`config.mk`:
```
export PLATFORM = sky130hd
export DESIGN_NAME = sender_congestion_window_control
export DESIGN_NICKNAME = d
export VERILOG_FILES = /design/src/hw/rtl/scwc_pkg.sv /design/src/hw/rtl/sender_congestion_window_control.sv /design/src/hw/rtl/scwc_ctrl.sv /design/src/hw/rtl/scwc_dp.sv
export SDC_FILE = /design/constraint.sdc
export NUM_CORES = 1
export LEC_CHECK = 0
export BUFFER_PORTS_ARGS = -buffer_cell sky130_fd_sc_hd__buf_2
export CORE_ASPECT_RATIO = 2
export CORE_UTILIZATION = 50
export CTS_CLUSTER_SIZE = 12
export DETAILED_ROUTE_END_ITERATION = 6
export MAX_ROUTING_LAYER = met4
export PLACE_DENSITY_LB_ADDON = 0.25
export SETUP_SLACK_MARGIN = 0.5
export SYNTH_ARGS = -nofsm -noshare
export SYNTH_HDL_FRONTEND = slang
export SYNTH_SLANG_ARGS = --single-unit
```
`constraint.sdc`:
```
create_clock -name clock -period 11.1 [get_ports clock]
set_clock_uncertainty 0.05 [all_clocks]
set_input_delay 0.555 -clock clock [delete_from_list [all_inputs] [get_ports clock]]
set_output_delay 0.555 -clock clock [all_outputs]
set_load 0.02 [all_outputs]
```
`src/hw/rtl/scwc_pkg.sv`:
```
`timescale 1ns / 1ps

package scwc_pkg;

   localparam int unsigned SEQ_W  = 31;
   localparam int unsigned WIN_W  = 16;
   localparam int unsigned SLOT_W = 7;
   localparam int unsigned DUP_W  = 4;
   localparam int unsigned RTX_W  = 8;
   localparam int unsigned CSR_IDX_W = 2;

   localparam logic [1:0] CMD_SEND    = 2'd0;
   localparam logic [1:0] CMD_ACK     = 2'd1;
   localparam logic [1:0] CMD_TIMEOUT = 2'd2;

   localparam logic [CSR_IDX_W-1:0] CSR_WINDOW_CAPACITY = 2'd0;
   localparam logic [CSR_IDX_W-1:0] CSR_DUP_ACK_THRESH  = 2'd1;
   localparam logic [CSR_IDX_W-1:0] CSR_MAX_RETRANSMITS = 2'd2;
   localparam logic [CSR_IDX_W-1:0] CSR_INIT_CLIENT_WIN = 2'd3;

   localparam logic [SLOT_W-1:0] RST_WINDOW_CAPACITY = 7'd64;
   localparam logic [DUP_W-1:0]  RST_DUP_ACK_THRESH  = 4'd3;
   localparam logic [RTX_W-1:0]  RST_MAX_RETRANSMITS = 8'd12;
   localparam logic [WIN_W-1:0]  RST_INIT_CLIENT_WIN = 16'hFFFF;

   localparam logic [WIN_W-1:0] CWND_MAX = 16'hFFFF;
   localparam logic [DUP_W-1:0] DUP_MAX  = 4'hF;
   localparam logic [RTX_W-1:0] RTX_MAX  = 8'hFF;

   typedef enum logic [2:0] {
      ST_IDLE,
      ST_DECODE,
      ST_RESEND,
      ST_GRANT,
      ST_GROW,
      ST_RESP
   } scwc_state_type;

   // controller -> datapath
   typedef struct packed {
      logic load;
      logic decode;
      logic resend;
      logic grant;
      logic grow;
   } scwc_ctrl_type;

   // datapath -> controller
   typedef struct packed {
      logic dec_grant;
      logic dec_grow;
      logic dec_resend;
      logic rsd_grant;
      logic grow_last;
   } scwc_stat_type;

endpackage

```
`src/hw/rtl/sender_congestion_window_control.sv`:
```
`timescale 1ns / 1ps
// From accept, a command passes ST_DECODE and ends in ST_RESP (rsp_valid). A stale ack, a
// duplicate below threshold, a window probe or an unused command go there directly; a send
// opportunity passes ST_GRANT, a retransmit attempt (fast retransmit, timeout, give-up)
// ST_RESEND, plus ST_GRANT for a fresh grant, an ack retiring k segments ST_GROW (one cwnd
// update per cycle), k at most 64 at the default depth. One command in flight: start is taken
// again in the idle cycle after the result beat. Sync active-high reset restores register
// defaults and idle sender state; rsp_valid is a one-cycle strobe, the receiver cannot stall.

module sender_congestion_window_control #(
   parameter int unsigned WINDOW_DEPTH = 64
) (
   input  logic                              clock,
   input  logic                              reset,
   input  logic                              start,
   output logic                              busy,
   input  logic [1:0]                        req_cmd,
   input  logic [scwc_pkg::SEQ_W-1:0]        req_ack_number,
   input  logic [scwc_pkg::WIN_W-1:0]        req_adv_window,
   input  logic [scwc_pkg::WIN_W-1:0]        req_segments_left,
   output logic                              rsp_valid,
   output logic [scwc_pkg::SLOT_W-1:0]       rsp_new_count,
   output logic [scwc_pkg::SEQ_W-1:0]        rsp_first_new_seq,
   output logic                              rsp_retransmit_now,
   output logic [scwc_pkg::SEQ_W-1:0]        rsp_retransmit_seq,
   output logic                              rsp_probe_now,
   output logic                              rsp_restart_timer,
   output logic                              rsp_gave_up,
   output logic [scwc_pkg::WIN_W-1:0]        rsp_cwnd_now,
   output logic [scwc_pkg::WIN_W-1:0]        rsp_ssthresh_now,
   output logic [scwc_pkg::SLOT_W-1:0]       rsp_in_flight_now,
   input  logic                              csr_wr_en,
   input  logic [scwc_pkg::CSR_IDX_W-1:0]    csr_index,
   input  logic [scwc_pkg::WIN_W-1:0]        csr_wdata
);

   scwc_pkg::scwc_ctrl_type ctrl;
   scwc_pkg::scwc_stat_type stat;

   scwc_ctrl u_ctrl (
      .clock     (clock),
      .reset     (reset),
      .start     (start),
      .stat      (stat),
      .ctrl      (ctrl),
      .busy      (busy),
      .rsp_valid (rsp_valid)
   );

   scwc_dp #(
      .WINDOW_DEPTH (WINDOW_DEPTH)
   ) u_dp (
      .clock              (clock),
      .reset              (reset),
      .ctrl               (ctrl),
      .stat               (stat),
      .csr_wr_en          (csr_wr_en),
      .csr_index          (csr_index),
      .csr_wdata          (csr_wdata),
      .req_cmd            (req_cmd),
      .req_ack_number     (req_ack_number),
      .req_adv_window     (req_adv_window),
      .req_segments_left  (req_segments_left),
      .rsp_new_count      (rsp_new_count),
      .rsp_first_new_seq  (rsp_first_new_seq),
      .rsp_retransmit_now (rsp_retransmit_now),
      .rsp_retransmit_seq (rsp_retransmit_seq),
      .rsp_probe_now      (rsp_probe_now),
      .rsp_restart_timer  (rsp_restart_timer),
      .rsp_gave_up        (rsp_gave_up),
      .rsp_cwnd_now       (rsp_cwnd_now),
      .rsp_ssthresh_now   (rsp_ssthresh_now),
      .rsp_in_flight_now  (rsp_in_flight_now)
   );

endmodule

```
`src/hw/rtl/scwc_ctrl.sv`:
```
`timescale 1ns / 1ps

module scwc_ctrl (
   input  logic                   clock,
   input  logic                   reset,
   input  logic                   start,
   input  scwc_pkg::scwc_stat_type stat,
   output scwc_pkg::scwc_ctrl_type ctrl,
   output logic                   busy,
   output logic                   rsp_valid
);

   scwc_pkg::scwc_state_type state_ff, state_in;

   always_ff @(posedge clock) begin
      if (reset) begin
         state_ff <= scwc_pkg::ST_IDLE;
      end else begin
         state_ff <= state_in;
      end
   end

   always_comb begin
      state_in = state_ff;
      case (state_ff)
         scwc_pkg::ST_IDLE: begin
            if (start) state_in = scwc_pkg::ST_DECODE;
         end
         scwc_pkg::ST_DECODE: begin
            if (stat.dec_grant)       state_in = scwc_pkg::ST_GRANT;
            else if (stat.dec_grow)   state_in = scwc_pkg::ST_GROW;
            else if (stat.dec_resend) state_in = scwc_pkg::ST_RESEND;
            else                      state_in = scwc_pkg::ST_RESP;
         end
         scwc_pkg::ST_RESEND: begin
            if (stat.rsd_grant) state_in = scwc_pkg::ST_GRANT;
            else                state_in = scwc_pkg::ST_RESP;
         end
         scwc_pkg::ST_GRANT: begin
            state_in = scwc_pkg::ST_RESP;
         end
         scwc_pkg::ST_GROW: begin
            if (stat.grow_last) state_in = scwc_pkg::ST_RESP;
         end
         scwc_pkg::ST_RESP: begin
            state_in = scwc_pkg::ST_IDLE;
         end
         default: begin
            state_in = scwc_pkg::ST_IDLE;
         end
      endcase
   end

   always_comb begin
      ctrl      = '0;
      busy      = 1'b1;
      rsp_valid = 1'b0;
      case (state_ff)
         scwc_pkg::ST_IDLE: begin
            busy      = 1'b0;
            ctrl.load = start;
         end
         scwc_pkg::ST_DECODE: ctrl.decode = 1'b1;
         scwc_pkg::ST_RESEND: ctrl.resend = 1'b1;
         scwc_pkg::ST_GRANT:  ctrl.grant  = 1'b1;
         scwc_pkg::ST_GROW:   ctrl.grow   = 1'b1;
         scwc_pkg::ST_RESP:   rsp_valid   = 1'b1;
         default: begin
            busy = 1'b1;
         end
      endcase
   end

endmodule

```
`src/hw/rtl/scwc_dp.sv`:
```
`timescale 1ns / 1ps

module scwc_dp #(
   parameter int unsigned WINDOW_DEPTH = 64
) (
   input  logic                              clock,
   input  logic                              reset,
   input  scwc_pkg::scwc_ctrl_type           ctrl,
   output scwc_pkg::scwc_stat_type           stat,
   input  logic                              csr_wr_en,
   input  logic [scwc_pkg::CSR_IDX_W-1:0]    csr_index,
   input  logic [scwc_pkg::WIN_W-1:0]        csr_wdata,
   input  logic [1:0]                        req_cmd,
   input  logic [scwc_pkg::SEQ_W-1:0]        req_ack_number,
   input  logic [scwc_pkg::WIN_W-1:0]        req_adv_window,
   input  logic [scwc_pkg::WIN_W-1:0]        req_segments_left,
   output logic [scwc_pkg::SLOT_W-1:0]       rsp_new_count,
   output logic [scwc_pkg::SEQ_W-1:0]        rsp_first_new_seq,
   output logic                              rsp_retransmit_now,
   output logic [scwc_pkg::SEQ_W-1:0]        rsp_retransmit_seq,
   output logic                              rsp_probe_now,
   output logic                              rsp_restart_timer,
   output logic                              rsp_gave_up,
   output logic [scwc_pkg::WIN_W-1:0]        rsp_cwnd_now,
   output logic [scwc_pkg::WIN_W-1:0]        rsp_ssthresh_now,
   output logic [scwc_pkg::SLOT_W-1:0]       rsp_in_flight_now
);

   localparam int unsigned SEQ_W  = scwc_pkg::SEQ_W;
   localparam int unsigned WIN_W  = scwc_pkg::WIN_W;
   localparam int unsigned SLOT_W = scwc_pkg::SLOT_W;
   localparam int unsigned DUP_W  = scwc_pkg::DUP_W;
   localparam int unsigned RTX_W  = scwc_pkg::RTX_W;
   // the capacity register is 7 bits, so a deeper build never binds
   localparam int unsigned SLOT_TOP = (1 << SLOT_W) - 1;
   localparam logic [SLOT_W-1:0] CAP_MAX =
      (WINDOW_DEPTH > SLOT_TOP) ? SLOT_W'(SLOT_TOP) : SLOT_W'(WINDOW_DEPTH);

   // configuration
   logic [SLOT_W-1:0] capacity_ff, capacity_in;
   logic [DUP_W-1:0]  dup_thresh_ff, dup_thresh_in;
   logic [RTX_W-1:0]  max_rtx_ff, max_rtx_in;
   logic [WIN_W-1:0]  init_win_ff, init_win_in;

   // sender state
   logic [SEQ_W-1:0]  next_seq_ff, next_seq_in;
   logic [SEQ_W-1:0]  expected_ff, expected_in;
   logic [SEQ_W-1:0]  last_ack_ff, last_ack_in;
   logic [SLOT_W-1:0] in_flight_ff, in_flight_in;
   logic [WIN_W-1:0]  cwnd_ff, cwnd_in;
   logic [WIN_W-1:0]  ssthresh_ff, ssthresh_in;
   logic [WIN_W-1:0]  acks_left_ff, acks_left_in;
   logic [DUP_W-1:0]  dup_cnt_ff, dup_cnt_in;
   logic [RTX_W-1:0]  rtx_cnt_ff, rtx_cnt_in;
   logic [WIN_W-1:0]  client_win_ff, client_win_in;

   // latched request
   logic [1:0]        cmd_ff, cmd_in;
   logic [SEQ_W-1:0]  ack_ff, ack_in;
   logic [WIN_W-1:0]  adv_ff, adv_in;
   logic [WIN_W-1:0]  left_ff, left_in;
   logic [SLOT_W-1:0] grow_cnt_ff, grow_cnt_in;

   // result
   logic [SLOT_W-1:0] r_new_ff, r_new_in;
   logic [SEQ_W-1:0]  r_first_ff, r_first_in;
   logic              r_rt_ff, r_rt_in;
   logic [SEQ_W-1:0]  r_rtseq_ff, r_rtseq_in;
   logic              r_probe_ff, r_probe_in;
   logic              r_timer_ff, r_timer_in;
   logic              r_gave_ff, r_gave_in;

   // decode helpers
   logic              ack_ge;
   logic [SEQ_W-1:0]  span;
   logic [SLOT_W-1:0] retire_k;
   logic [DUP_W-1:0]  dup_inc;
   logic              dup_fire;
   logic [WIN_W-1:0]  halved;
   // grant helpers
   logic [SLOT_W-1:0] cap;
   logic [WIN_W-1:0]  lim_a, lim;
   logic [WIN_W-1:0]  room;
   logic [SLOT_W-1:0] grant_n;
   logic              grant_ok;
   // growth helpers
   logic [WIN_W-1:0]  al_next;

   always_comb begin
      ack_ge   = ack_ff >= expected_ff;
      span     = ack_ff - expected_ff;
      retire_k = (span >= SEQ_W'(in_flight_ff)) ? in_flight_ff : SLOT_W'(span + 1'b1);
      dup_inc  = (dup_cnt_ff == scwc_pkg::DUP_MAX) ? dup_cnt_ff : dup_cnt_ff + 1'b1;
      dup_fire = !ack_ge && (ack_ff == last_ack_ff) && (dup_inc >= dup_thresh_ff);
      halved   = WIN_W'(({1'b0, cwnd_ff} + 17'd1) >> 1);

      cap      = (capacity_ff > CAP_MAX) ? CAP_MAX : capacity_ff;
      lim_a    = (WIN_W'(cap) < cwnd_ff) ? WIN_W'(cap) : cwnd_ff;
      lim      = (client_win_ff < lim_a) ? client_win_ff : lim_a;
      grant_ok = (left_ff != '0) && (lim > WIN_W'(in_flight_ff));
      room     = lim - WIN_W'(in_flight_ff);
      grant_n  = (room > left_ff) ? SLOT_W'(left_ff) : SLOT_W'(room);

      al_next  = ((acks_left_ff == '0) ? cwnd_ff : acks_left_ff) - 1'b1;
   end

   always_comb begin
      stat.dec_grant  = (cmd_ff == scwc_pkg::CMD_SEND);
      stat.dec_grow   = (cmd_ff == scwc_pkg::CMD_ACK) && ack_ge && (retire_k != '0);
      stat.dec_resend = ((cmd_ff == scwc_pkg::CMD_ACK) && dup_fire) ||
                        ((cmd_ff == scwc_pkg::CMD_TIMEOUT) && (client_win_ff != '0));
      stat.rsd_grant  = (rtx_cnt_ff < max_rtx_ff) && (in_flight_ff == '0) &&
                        (left_ff != '0);
      stat.grow_last  = (grow_cnt_ff == SLOT_W'(1));
   end

   always_comb begin
      capacity_in   = capacity_ff;
      dup_thresh_in = dup_thresh_ff;
      max_rtx_in    = max_rtx_ff;
      init_win_in   = init_win_ff;
      next_seq_in   = next_seq_ff;
      expected_in   = expected_ff;
      last_ack_in   = last_ack_ff;
      in_flight_in  = in_flight_ff;
      cwnd_in       = cwnd_ff;
      ssthresh_in   = ssthresh_ff;
      acks_left_in  = acks_left_ff;
      dup_cnt_in    = dup_cnt_ff;
      rtx_cnt_in    = rtx_cnt_ff;
      client_win_in = client_win_ff;
      cmd_in        = cmd_ff;
      ack_in        = ack_ff;
      adv_in        = adv_ff;
      left_in       = left_ff;
      grow_cnt_in   = grow_cnt_ff;
      r_new_in      = r_new_ff;
      r_first_in    = r_first_ff;
      r_rt_in       = r_rt_ff;
      r_rtseq_in    = r_rtseq_ff;
      r_probe_in    = r_probe_ff;
      r_timer_in    = r_timer_ff;
      r_gave_in     = r_gave_ff;

      if (csr_wr_en) begin
         case (csr_index)
            scwc_pkg::CSR_WINDOW_CAPACITY: capacity_in   = csr_wdata[SLOT_W-1:0];
            scwc_pkg::CSR_DUP_ACK_THRESH:  dup_thresh_in = csr_wdata[DUP_W-1:0];
            scwc_pkg::CSR_MAX_RETRANSMITS: max_rtx_in    = csr_wdata[RTX_W-1:0];
            scwc_pkg::CSR_INIT_CLIENT_WIN: begin
               init_win_in   = csr_wdata;
               client_win_in = csr_wdata;
               ssthresh_in   = csr_wdata;
            end
            default: begin
            end
         endcase
      end

      if (ctrl.load) begin
         cmd_in     = req_cmd;
         ack_in     = req_ack_number;
         adv_in     = req_adv_window;
         left_in    = req_segments_left;
         r_new_in   = '0;
         r_first_in = next_seq_ff;
         r_rt_in    = 1'b0;
         r_rtseq_in = '0;
         r_probe_in = 1'b0;
         r_timer_in = 1'b0;
         r_gave_in  = 1'b0;
      end

      if (ctrl.decode) begin
         case (cmd_ff)
            scwc_pkg::CMD_ACK: begin
               client_win_in = adv_ff;
               if (ack_ge) begin
                  grow_cnt_in  = retire_k;
                  in_flight_in = in_flight_ff - retire_k;
                  r_timer_in   = 1'b1;
                  last_ack_in  = ack_ff;
                  dup_cnt_in   = '0;
                  rtx_cnt_in   = '0;
                  expected_in  = ack_ff + 1'b1;
               end else if (ack_ff == last_ack_ff) begin
                  dup_cnt_in = dup_inc;
                  rtx_cnt_in = '0;
                  if (dup_fire) begin
                     ssthresh_in  = halved;
                     cwnd_in      = halved;
                     acks_left_in = '0;
                     dup_cnt_in   = '0;
                  end
               end
            end
            scwc_pkg::CMD_TIMEOUT: begin
               if (client_win_ff != '0) begin
                  ssthresh_in  = halved;
                  cwnd_in      = WIN_W'(1);
                  acks_left_in = '0;
                  dup_cnt_in   = '0;
               end else begin
                  r_probe_in = 1'b1;
                  r_timer_in = 1'b1;
               end
            end
            default: begin
            end
         endcase
      end

      if (ctrl.resend) begin
         if (rtx_cnt_ff >= max_rtx_ff) begin
            r_gave_in = 1'b1;
         end else begin
            rtx_cnt_in = (rtx_cnt_ff == scwc_pkg::RTX_MAX) ? rtx_cnt_ff : rtx_cnt_ff + 1'b1;
            if (in_flight_ff == '0) begin
               // empty window: a fresh grant replaces the resend when segments are left
               if (left_ff != '0) rtx_cnt_in = '0;
            end else begin
               r_rt_in    = 1'b1;
               r_rtseq_in = next_seq_ff - SEQ_W'(in_flight_ff);
               r_timer_in = 1'b1;
            end
         end
      end

      if (ctrl.grant && grant_ok) begin
         if (in_flight_ff == '0) r_timer_in = 1'b1;
         next_seq_in  = next_seq_ff + SEQ_W'(grant_n);
         in_flight_in = in_flight_ff + grant_n;
         r_new_in     = grant_n;
      end

      if (ctrl.grow) begin
         grow_cnt_in = grow_cnt_ff - 1'b1;
         if (cwnd_ff <= ssthresh_ff) begin
            if (cwnd_ff != scwc_pkg::CWND_MAX) cwnd_in = cwnd_ff + 1'b1;
         end else begin
            acks_left_in = al_next;
            if ((al_next == '0) && (cwnd_ff != scwc_pkg::CWND_MAX)) cwnd_in = cwnd_ff + 1'b1;
         end
      end
   end

   always_ff @(posedge clock) begin
      if (reset) begin
         capacity_ff   <= scwc_pkg::RST_WINDOW_CAPACITY;
         dup_thresh_ff <= scwc_pkg::RST_DUP_ACK_THRESH;
         max_rtx_ff    <= scwc_pkg::RST_MAX_RETRANSMITS;
         init_win_ff   <= scwc_pkg::RST_INIT_CLIENT_WIN;
         next_seq_ff   <= '0;
         expected_ff   <= SEQ_W'(1);
         last_ack_ff   <= '0;
         in_flight_ff  <= '0;
         cwnd_ff       <= WIN_W'(1);
         ssthresh_ff   <= scwc_pkg::RST_INIT_CLIENT_WIN;
         acks_left_ff  <= '0;
         dup_cnt_ff    <= '0;
         rtx_cnt_ff    <= '0;
         client_win_ff <= scwc_pkg::RST_INIT_CLIENT_WIN;
         grow_cnt_ff   <= '0;
      end else begin
         capacity_ff   <= capacity_in;
         dup_thresh_ff <= dup_thresh_in;
         max_rtx_ff    <= max_rtx_in;
         init_win_ff   <= init_win_in;
         next_seq_ff   <= next_seq_in;
         expected_ff   <= expected_in;
         last_ack_ff   <= last_ack_in;
         in_flight_ff  <= in_flight_in;
         cwnd_ff       <= cwnd_in;
         ssthresh_ff   <= ssthresh_in;
         acks_left_ff  <= acks_left_in;
         dup_cnt_ff    <= dup_cnt_in;
         rtx_cnt_ff    <= rtx_cnt_in;
         client_win_ff <= client_win_in;
         grow_cnt_ff   <= grow_cnt_in;
      end
   end

   always_ff @(posedge clock) begin
      cmd_ff     <= cmd_in;
      ack_ff     <= ack_in;
      adv_ff     <= adv_in;
      left_ff    <= left_in;
      r_new_ff   <= r_new_in;
      r_first_ff <= r_first_in;
      r_rt_ff    <= r_rt_in;
      r_rtseq_ff <= r_rtseq_in;
      r_probe_ff <= r_probe_in;
      r_timer_ff <= r_timer_in;
      r_gave_ff  <= r_gave_in;
   end

   assign rsp_new_count      = r_new_ff;
   assign rsp_first_new_seq  = r_first_ff;
   assign rsp_retransmit_now = r_rt_ff;
   assign rsp_retransmit_seq = r_rtseq_ff;
   assign rsp_probe_now      = r_probe_ff;
   assign rsp_restart_timer  = r_timer_ff;
   assign rsp_gave_up        = r_gave_ff;
   assign rsp_cwnd_now       = cwnd_ff;
   assign rsp_ssthresh_now   = ssthresh_ff;
   assign rsp_in_flight_now  = in_flight_ff;

endmodule
```
**After elaboration in Yosys (flattened, before gate mapping)**

Index checks and enable logic that the tools add are counted.
W data, S select, Z words.

- Add/subtract/negate cells: 14
- $mul: 0
- Divide/modulo/power cells: 0
- Order comparisons: 11
- Eq/ne operators: 19
- Shift-type cells: 0
- Multiplexer cells: 100
- Bitwise gates (word level): 0
- Reduce and logical (&&, ||, !) cells: 38

Operators with widths:

| cell | count |
|---|---|
| $mux W16 | 30 |
| $mux W31 | 4 |
| $pmux W16 S2 | 3 |
| $mux W7 | 13 |
| $mux W8 | 9 |
| $logic_not A16 Y1 | 2 |
| $reduce_bool A16 Y1 | 2 |
| $add A31 B1 Y31 const B | 1 |
| $add A31 B7 Y31 | 1 |
| $eq A31 B31 Y1 | 1 |
| $ge A31 B31 Y1 | 1 |
| $ge A31 B7 Y1 | 1 |
| $sub A31 B31 Y31 | 1 |
| $sub A31 B7 Y31 | 1 |
| $mux W1 | 27 |
| $mux W4 | 5 |
| $mux W3 | 6 |
| $add A16 B1 Y17 const B | 1 |
| $add A16 B1 Y16 const B | 1 |
| $gt A16 B16 Y1 | 1 |
| $gt A16 B7 Y1 | 1 |
| $le A16 B16 Y1 | 1 |
| $lt A16 B16 Y1 | 1 |
| $lt A7 B16 Y1 | 1 |
| 37 further kinds | 67 |

- Register bits after elaboration: 343
- Bits in latches: 0
- Bits in writable memories: 0
- Bits in read-only memories: 0
- Input bits: 87
- Logic and storage cells: 208
- Memories kept: 0

**Depth between registers and ports, before layout**

- Depth in word-level cells: 12
- Depth in mapped cells: 52
- Depth with buffers taken out: 51

**Hierarchy**

A second synthesis with hierarchy kept.

- Cell total of the unflattened synthesis: 2555
- Area, all modules: 21504.4 sq um

By module, submodules not included:

| module | times used | cells an instance | area an instance (sq um) |
|---|---|---|---|
| scwc_dp | 1 | 2524 | 21260.4 |
| scwc_ctrl | 1 | 31 | 244.0 |

**Least setup slack after synthesis**

OpenSTA, ideal clock, no wires.

- Path kind: register to register
- Start: register u_dp.cwnd_ff[3] (netlist: u_dp.rsp_cwnd_now[3])
- End: register u_dp.next_seq_ff[29]
- Setup time: 128 ps
- Data arrival time: 9233 ps
- Data required time: 10922 ps
- Slack: 1689 ps
- Stages on the path, launching flop included: 49
- Period minus slack after synthesis: 9411 ps
- Cells stage by stage: dfxtp_1 > inv_1 > ha_1 > o21a_1 > o21ai_0 > a21oi_1 > o31ai_1 > clkbuf_1 > nor2_1 > a21oi_1 > ha_1 > a21o_1 > a21o_1 > a21oi_1 > o21ai_0 > o21bai_1 > a21oi_1 > a21oi_1 > (+13 left out) > nand4_1 > nor3_1 > o21ai_0 > a22oi_1 > mux2i_1 > inv_1 > ha_1 > a21o_1 > a21o_1 > a21o_1 > a21oi_1 > nor2b_1 > o21a_1 > o21bai_1 > clkbuf_1 > nor3_1 > xnor2_1 > nor2_1

- Longest elaborated chain between the ends: 8

Ends and longest elaborated chain:

| what | line | RTL |
|---|---|---|
| from (decl) | scwc_dp.sv:50 | `logic [WIN_W-1:0] cwnd_ff, cwnd_in;` |
| from (signal assigned) | scwc_dp.sv:273 | `cwnd_ff <= cwnd_in;` |
| $lt A7 B16 Y1 | scwc_dp.sv:98 | `lim_a = (WIN_W'(cap) < cwnd_ff) ? WIN_W'(cap) : cwnd_ff;` |
| $mux W16 * | scwc_dp.sv:98 |  |
| $lt A16 B16 Y1 | scwc_dp.sv:99 | `lim = (client_win_ff < lim_a) ? client_win_ff : lim_a;` |
| $mux W16 * | scwc_dp.sv:99 |  |
| $sub A16 B7 Y16 * | scwc_dp.sv:101 | `room = lim - WIN_W'(in_flight_ff);` |
| $gt A16 B16 Y1 | scwc_dp.sv:102 | `grant_n = (room > left_ff) ? SLOT_W'(left_ff) : SLOT_W'(room);` |
| $mux W7 * | scwc_dp.sv:102 |  |
| via u_dp.grant_n[1] | scwc_dp.sv:84 | `logic [SLOT_W-1:0] grant_n;` |
| $add A31 B7 Y31 * | scwc_dp.sv:231 | `next_seq_in = next_seq_ff + SEQ_W'(grant_n);` |
| to (signal assigned) | scwc_dp.sv:269 | `next_seq_ff <= next_seq_in;` |
| to (decl) | scwc_dp.sv:46 | `logic [SEQ_W-1:0] next_seq_ff, next_seq_in;` |

Mark *: on every way through the listed nets, which the timed path passes. The rest lies on a longest branch.
A chain may end at the register's enable or synchronous reset.

**Final worst setup path**

- Start: register u_dp.cwnd_ff[1] (netlist: u_dp.rsp_cwnd_now[1])
- End: register u_dp.in_flight_ff[6] (netlist: u_dp.rsp_in_flight_now[6])

- Longest elaborated chain between the ends: 9

Ends and longest elaborated chain:

| what | line | RTL |
|---|---|---|
| $lt A7 B16 Y1 | scwc_dp.sv:98 |  |
| $mux W16 * | scwc_dp.sv:98 |  |
| $lt A16 B16 Y1 | scwc_dp.sv:99 |  |
| $mux W16 * | scwc_dp.sv:99 |  |
| $sub A16 B7 Y16 * | scwc_dp.sv:101 |  |
| $gt A16 B16 Y1 | scwc_dp.sv:102 |  |
| $mux W7 * | scwc_dp.sv:102 |  |
| via u_dp.grant_n[2] | scwc_dp.sv:84 |  |
| $add A7 B7 Y7 * | scwc_dp.sv:232 | `in_flight_in = in_flight_ff + grant_n;` |
| $mux W7 * | scwc_dp.sv:229 | `if (ctrl.grant && grant_ok) begin` |
| to (signal assigned) | scwc_dp.sv:272 | `in_flight_ff <= in_flight_in;` |
| to (decl) | scwc_dp.sv:49 | `logic [SLOT_W-1:0] in_flight_ff, in_flight_in;` |

Marked as above.

==> metrics.md <==
| Metric | Value |
|---|---|
| Outcome | finished clean |
| Setup TNS Final | 0 ps |
| Maxcap violations | 0 |
| Req. time, crit path | roughly 11,000 ps |
| HPWL after DPL | ~54,000 um |
| Area Growth Syn to Fin | 12.1% |
| Pwr/cell area | 169 mW/mm2 |
| DRT Pass-1 Iters | 5 |
| Setup slack, reg-to-reg | approximately 1200 ps |
| Initial core utilization | between 50% and 60% |
| Synth async-reset ratio | 0% |
| GRT Overall Usage | 33.7% |
| EDFF count, synth | around 100 |
| Final slew viol count | 0 |
| Final worst path period share | 89.2% |
| Ys flop type | dfxtp_1 |
| CTS Root Cell | clkbuf_16 |
| Startpoint type of the worst setup path | register |
| Worst hold-check path type | input pin to register |
| Chip Width | roughly 150 um |
| Reg2reg path depth | 49 |
| WHS Path Cells | 1 |
| Largest stage delay, worst path | around 540 ps |
| Slew margin rel. | between 10% and 20% |
| RSZ-0062 raised after global routing | no |
| Worst-path fanout max | 14 |
| Crit-path slowest cell | dfxtp_1 |
| Final Hold Fails | 0 |
| Worst IR Drop VDD | about 0.15 mV |
| Setup WS post-layout | 1200 ps |
| GRT overflow | 0 |
| Worst Tran Pin Value | about 1300 ps |
| Flop and latch count out of synthesis | about 340 |
| Number of remaining DRC errors | 0 |
| Layout Nets | about 2,900 |
| Arr. time, crit path | about 10,000 ps |
| Layout cells sized above 1 | about an eighth |
| Clk_lat worst skew | 550 ps |
| H-Tree Depth | 2 |
| Clock slew at reported path FFs | about 60 ps |
| Setup-failing EPs final | 0 |
| Register area share after synthesis | between 30% and 40% |
| Yosys warning count | 0 |
| Reg2reg end | u_dp.rsp_in_flight_now[6]$_SDFFE_PP0P_ |
| CTS sink count | 343 |
| Period minus WS final | around 9900 ps |
| Most common cell after layout, fill and taps aside | nor2_1 |
| Mapped Cells | approximately 2,500 |
| ANT cells | 0 |
| 1st-iter DRT viols | 1,021 |
| Initial antenna violation count | 1 |
| Vias in the first global route | slightly below 20,000 |
| Leakage | a little under 10 nW |
| CP Class | register to register |
| Total CTS buffers | 36 |
| Avg Cell Area, Syn | 8.45 um2 |
| Total wire length | roughly 71,000 um |
| Max clock buf depth | 3 |
| Worst setup path endpoint | u_dp.rsp_in_flight_now[6]$_SDFFE_PP0P_ |
| Core region area | roughly 0.042 mm2 |
| Last weighted congestion value of the routability-driven placer | 1.08 |
| Dpl ws | around 1100 ps |
| Wire length per cell | between 20 and 25 um |
| Drt via density | approximately 6.0 |
| FP Rows | between 100 and 150 |
| Die area | between 0.04 and 0.05 mm2 |
| DR vias | about 20,000 |
| Hold_buf cts | 0 |
| CP Capture Type | register |
| Crit path launch | u_dp.rsp_cwnd_now[1]$_SDFF_PP0_ |
| Mapped cell area | about 0.021 mm2 |
| Die extent in y | roughly 290 um |
| Post-synthesis cell type count | 84 |
| Post-route ant nets | 0 |
| Reg2reg start | u_dp.rsp_cwnd_now[1]$_SDFF_PP0_ |
| Fmax | a little over 0.1 GHz |
| Setup bufs post-CTS | 0 |
| Top-level I/O count | 201 |
| CTS tree | yes |
| Largest net degree at the start of global routing | 86 |
| Commonest cells after routing, fill and taps aside | nor2_1, dfxtp_1, nand2_1, buf_2, a21oi_1 |
| First-pass GRT wire length | between 100,000 and 150,000 um |
| Buffers on Ports | 200 |
[final cells by class]
class / count / area, um2
Clock buffer: 57 / 1020
Clock inverter: 7 / 96.3
Fill cell: 3863 / 18000
Inverter: 139 / 524
Multi-Input combinational cell: 1909 / 12300
Sequential cell: 343 / 7900
Tap cell: 540 / 676
Timing Repair Buffer: 226 / 1200
[per-layer routing]
layer | share of wire, % | vias up | track usage [%]
met5 | 0 | - | -
met4 | 7.7 | 0 | 23.1
met3 | 4.6 | 248 | 3.88
li1 | - | 9284 | -
met1 | 34 | 9238 | 31.7
met2 | 54 | 686 | 62.9
[kinds of logic after synthesis]
group | share of synthesized area, %
AND/OR/NAND/NOR | 19.9
AO/OA/AOI/OAI | 19.6
flip-flops | 37.3
buffers and inverters | 4.79
XOR/XNOR | 6.58
adder cells (fa/ha/maj) | 8.92
multiplexers | 2.86
other | 0.0177
[synthesized netlist by cell type (9+ instances only)]
library cell / n / share of area, %
nor2_1: 243 / 4.3
dfxtp_1: 240 / 23
nand2_1: 224 / 4.0
a21oi_1: 198 / 4.7
o21ai_0: 164 / 3.9
ha_1: 143 / 8.5
inv_1: 139 / 2.5
edfxtp_1: 103 / 15
clkbuf_1: 100 / 1.8
nand3_1: 97 / 2.3
xnor2_1: 86 / 3.6
xor2_1: 73 / 3.0
a211oi_1: 71 / 2.5
a21o_1: 49 / 1.7
nor3_1: 49 / 1.2
nand4_1: 42 / 1.2
and3_1: 40 / 1.2
mux2i_1: 40 / 1.9
nor2b_1: 32 / 0.95
and2_1: 31 / 0.92
nor4_1: 27 / 0.80
nand2b_1: 26 / 0.77
a31oi_1: 20 / 0.59
mux2_2: 17 / 0.90
or3_1: 17 / 0.50
o21a_1: 16 / 0.57
a22oi_1: 14 / 0.50
o22ai_1: 12 / 0.35
o31ai_1: 12 / 0.43
buf_2: 10 / 0.24
o21bai_1: 10 / 0.35
or4_1: 10 / 0.35
buf_1: 9 / 0.16
o21ai_1: 9 / 0.21
or2_2: 9 / 0.27
[critical path, delay by kind of cell (launching register included)]
family / cells / cell delay, ps
AOI/OAI and AO/OA: 30 / 5410
adders and majority gates: 5 / 1490
and+or+nand+nor: 7 / 790
muxes: 3 / 770
buffers and inverters: 3 / 560
DFF: 1 / 540
xor gates and xnor gates: 1 / 150
[through the flow]
step	instance area, um2	std cells	power (mW)	hold WS [ps]	util (%)
2_1_floorplan	21200	2513	2.43	356	-
3_3_place_gp	22600	3157	2.80	377	54.1
3_5_place_dp	22600	3157	2.82	383	54.1
4_1_cts	23700	3221	4.02	108	56.8
5_1_grt	23700	3221	4.21	115	56.8
6_report	23700	3221	4.01	133	56.8
[power by group]
group / switching (mW) / total, mW / leakage (nW) / internal, mW
clock network: 0.528 / 1.19 / 0.535 / 0.662
logic: 0.821 / 1.31 / 6.15 / 0.493
registers: 0.107 / 1.51 / 2.93 / 1.40
[worst min path at each step]
stage                                 startpoint                              endpoint
4_1_cts                        req_ack_number[6]              u_dp.ack_ff[6]$_DFFE_PP_
3_3_place_gp     u_dp.rsp_retransmit_now$_DFF_P_       u_dp.rsp_retransmit_now$_DFF_P_
3_5_place_dp     u_dp.rsp_retransmit_now$_DFF_P_       u_dp.rsp_retransmit_now$_DFF_P_
6_report                      req_adv_window[11]             u_dp.adv_ff[11]$_DFFE_PP_
5_1_grt                       req_ack_number[11]             u_dp.ack_ff[11]$_DFFE_PP_
2_1_floorplan  u_dp.next_seq_ff[15]$_SDFFE_PP0P_  u_dp.rsp_first_new_seq[15]$_DFFE_PP_
[flip-flops by register name, indices dropped and copies added (netlist names), 3 cells and up]
| name | flops |
|---|---|
| u_ctrl.state_ff | 3 |
| u_dp.ack_ff | 31 |
| u_dp.acks_left_ff | 16 |
| u_dp.adv_ff | 16 |
| u_dp.capacity_ff | 7 |
| u_dp.client_win_ff | 16 |
| u_dp.dup_cnt_ff | 4 |
| u_dp.dup_thresh_ff | 4 |
| u_dp.expected_ff | 31 |
| u_dp.grow_cnt_ff | 7 |
| u_dp.last_ack_ff | 31 |
| u_dp.left_ff | 16 |
| u_dp.max_rtx_ff | 8 |
| u_dp.next_seq_ff | 31 |
| u_dp.rsp_cwnd_now | 16 |
| u_dp.rsp_first_new_seq | 31 |
| u_dp.rsp_in_flight_now | 7 |
| u_dp.rsp_new_count | 7 |
| u_dp.rsp_retransmit_seq | 31 |
| u_dp.rsp_ssthresh_now | 16 |
| u_dp.rtx_cnt_ff | 8 |
[timing repair]
item / CTS / global route
gates resized for setup: 0 / 5
endpoints found under the hold margin: 0 / 0
endpoints found under the setup margin: 0 / 25
No activity file was read; power rests on OpenSTA's default activity.
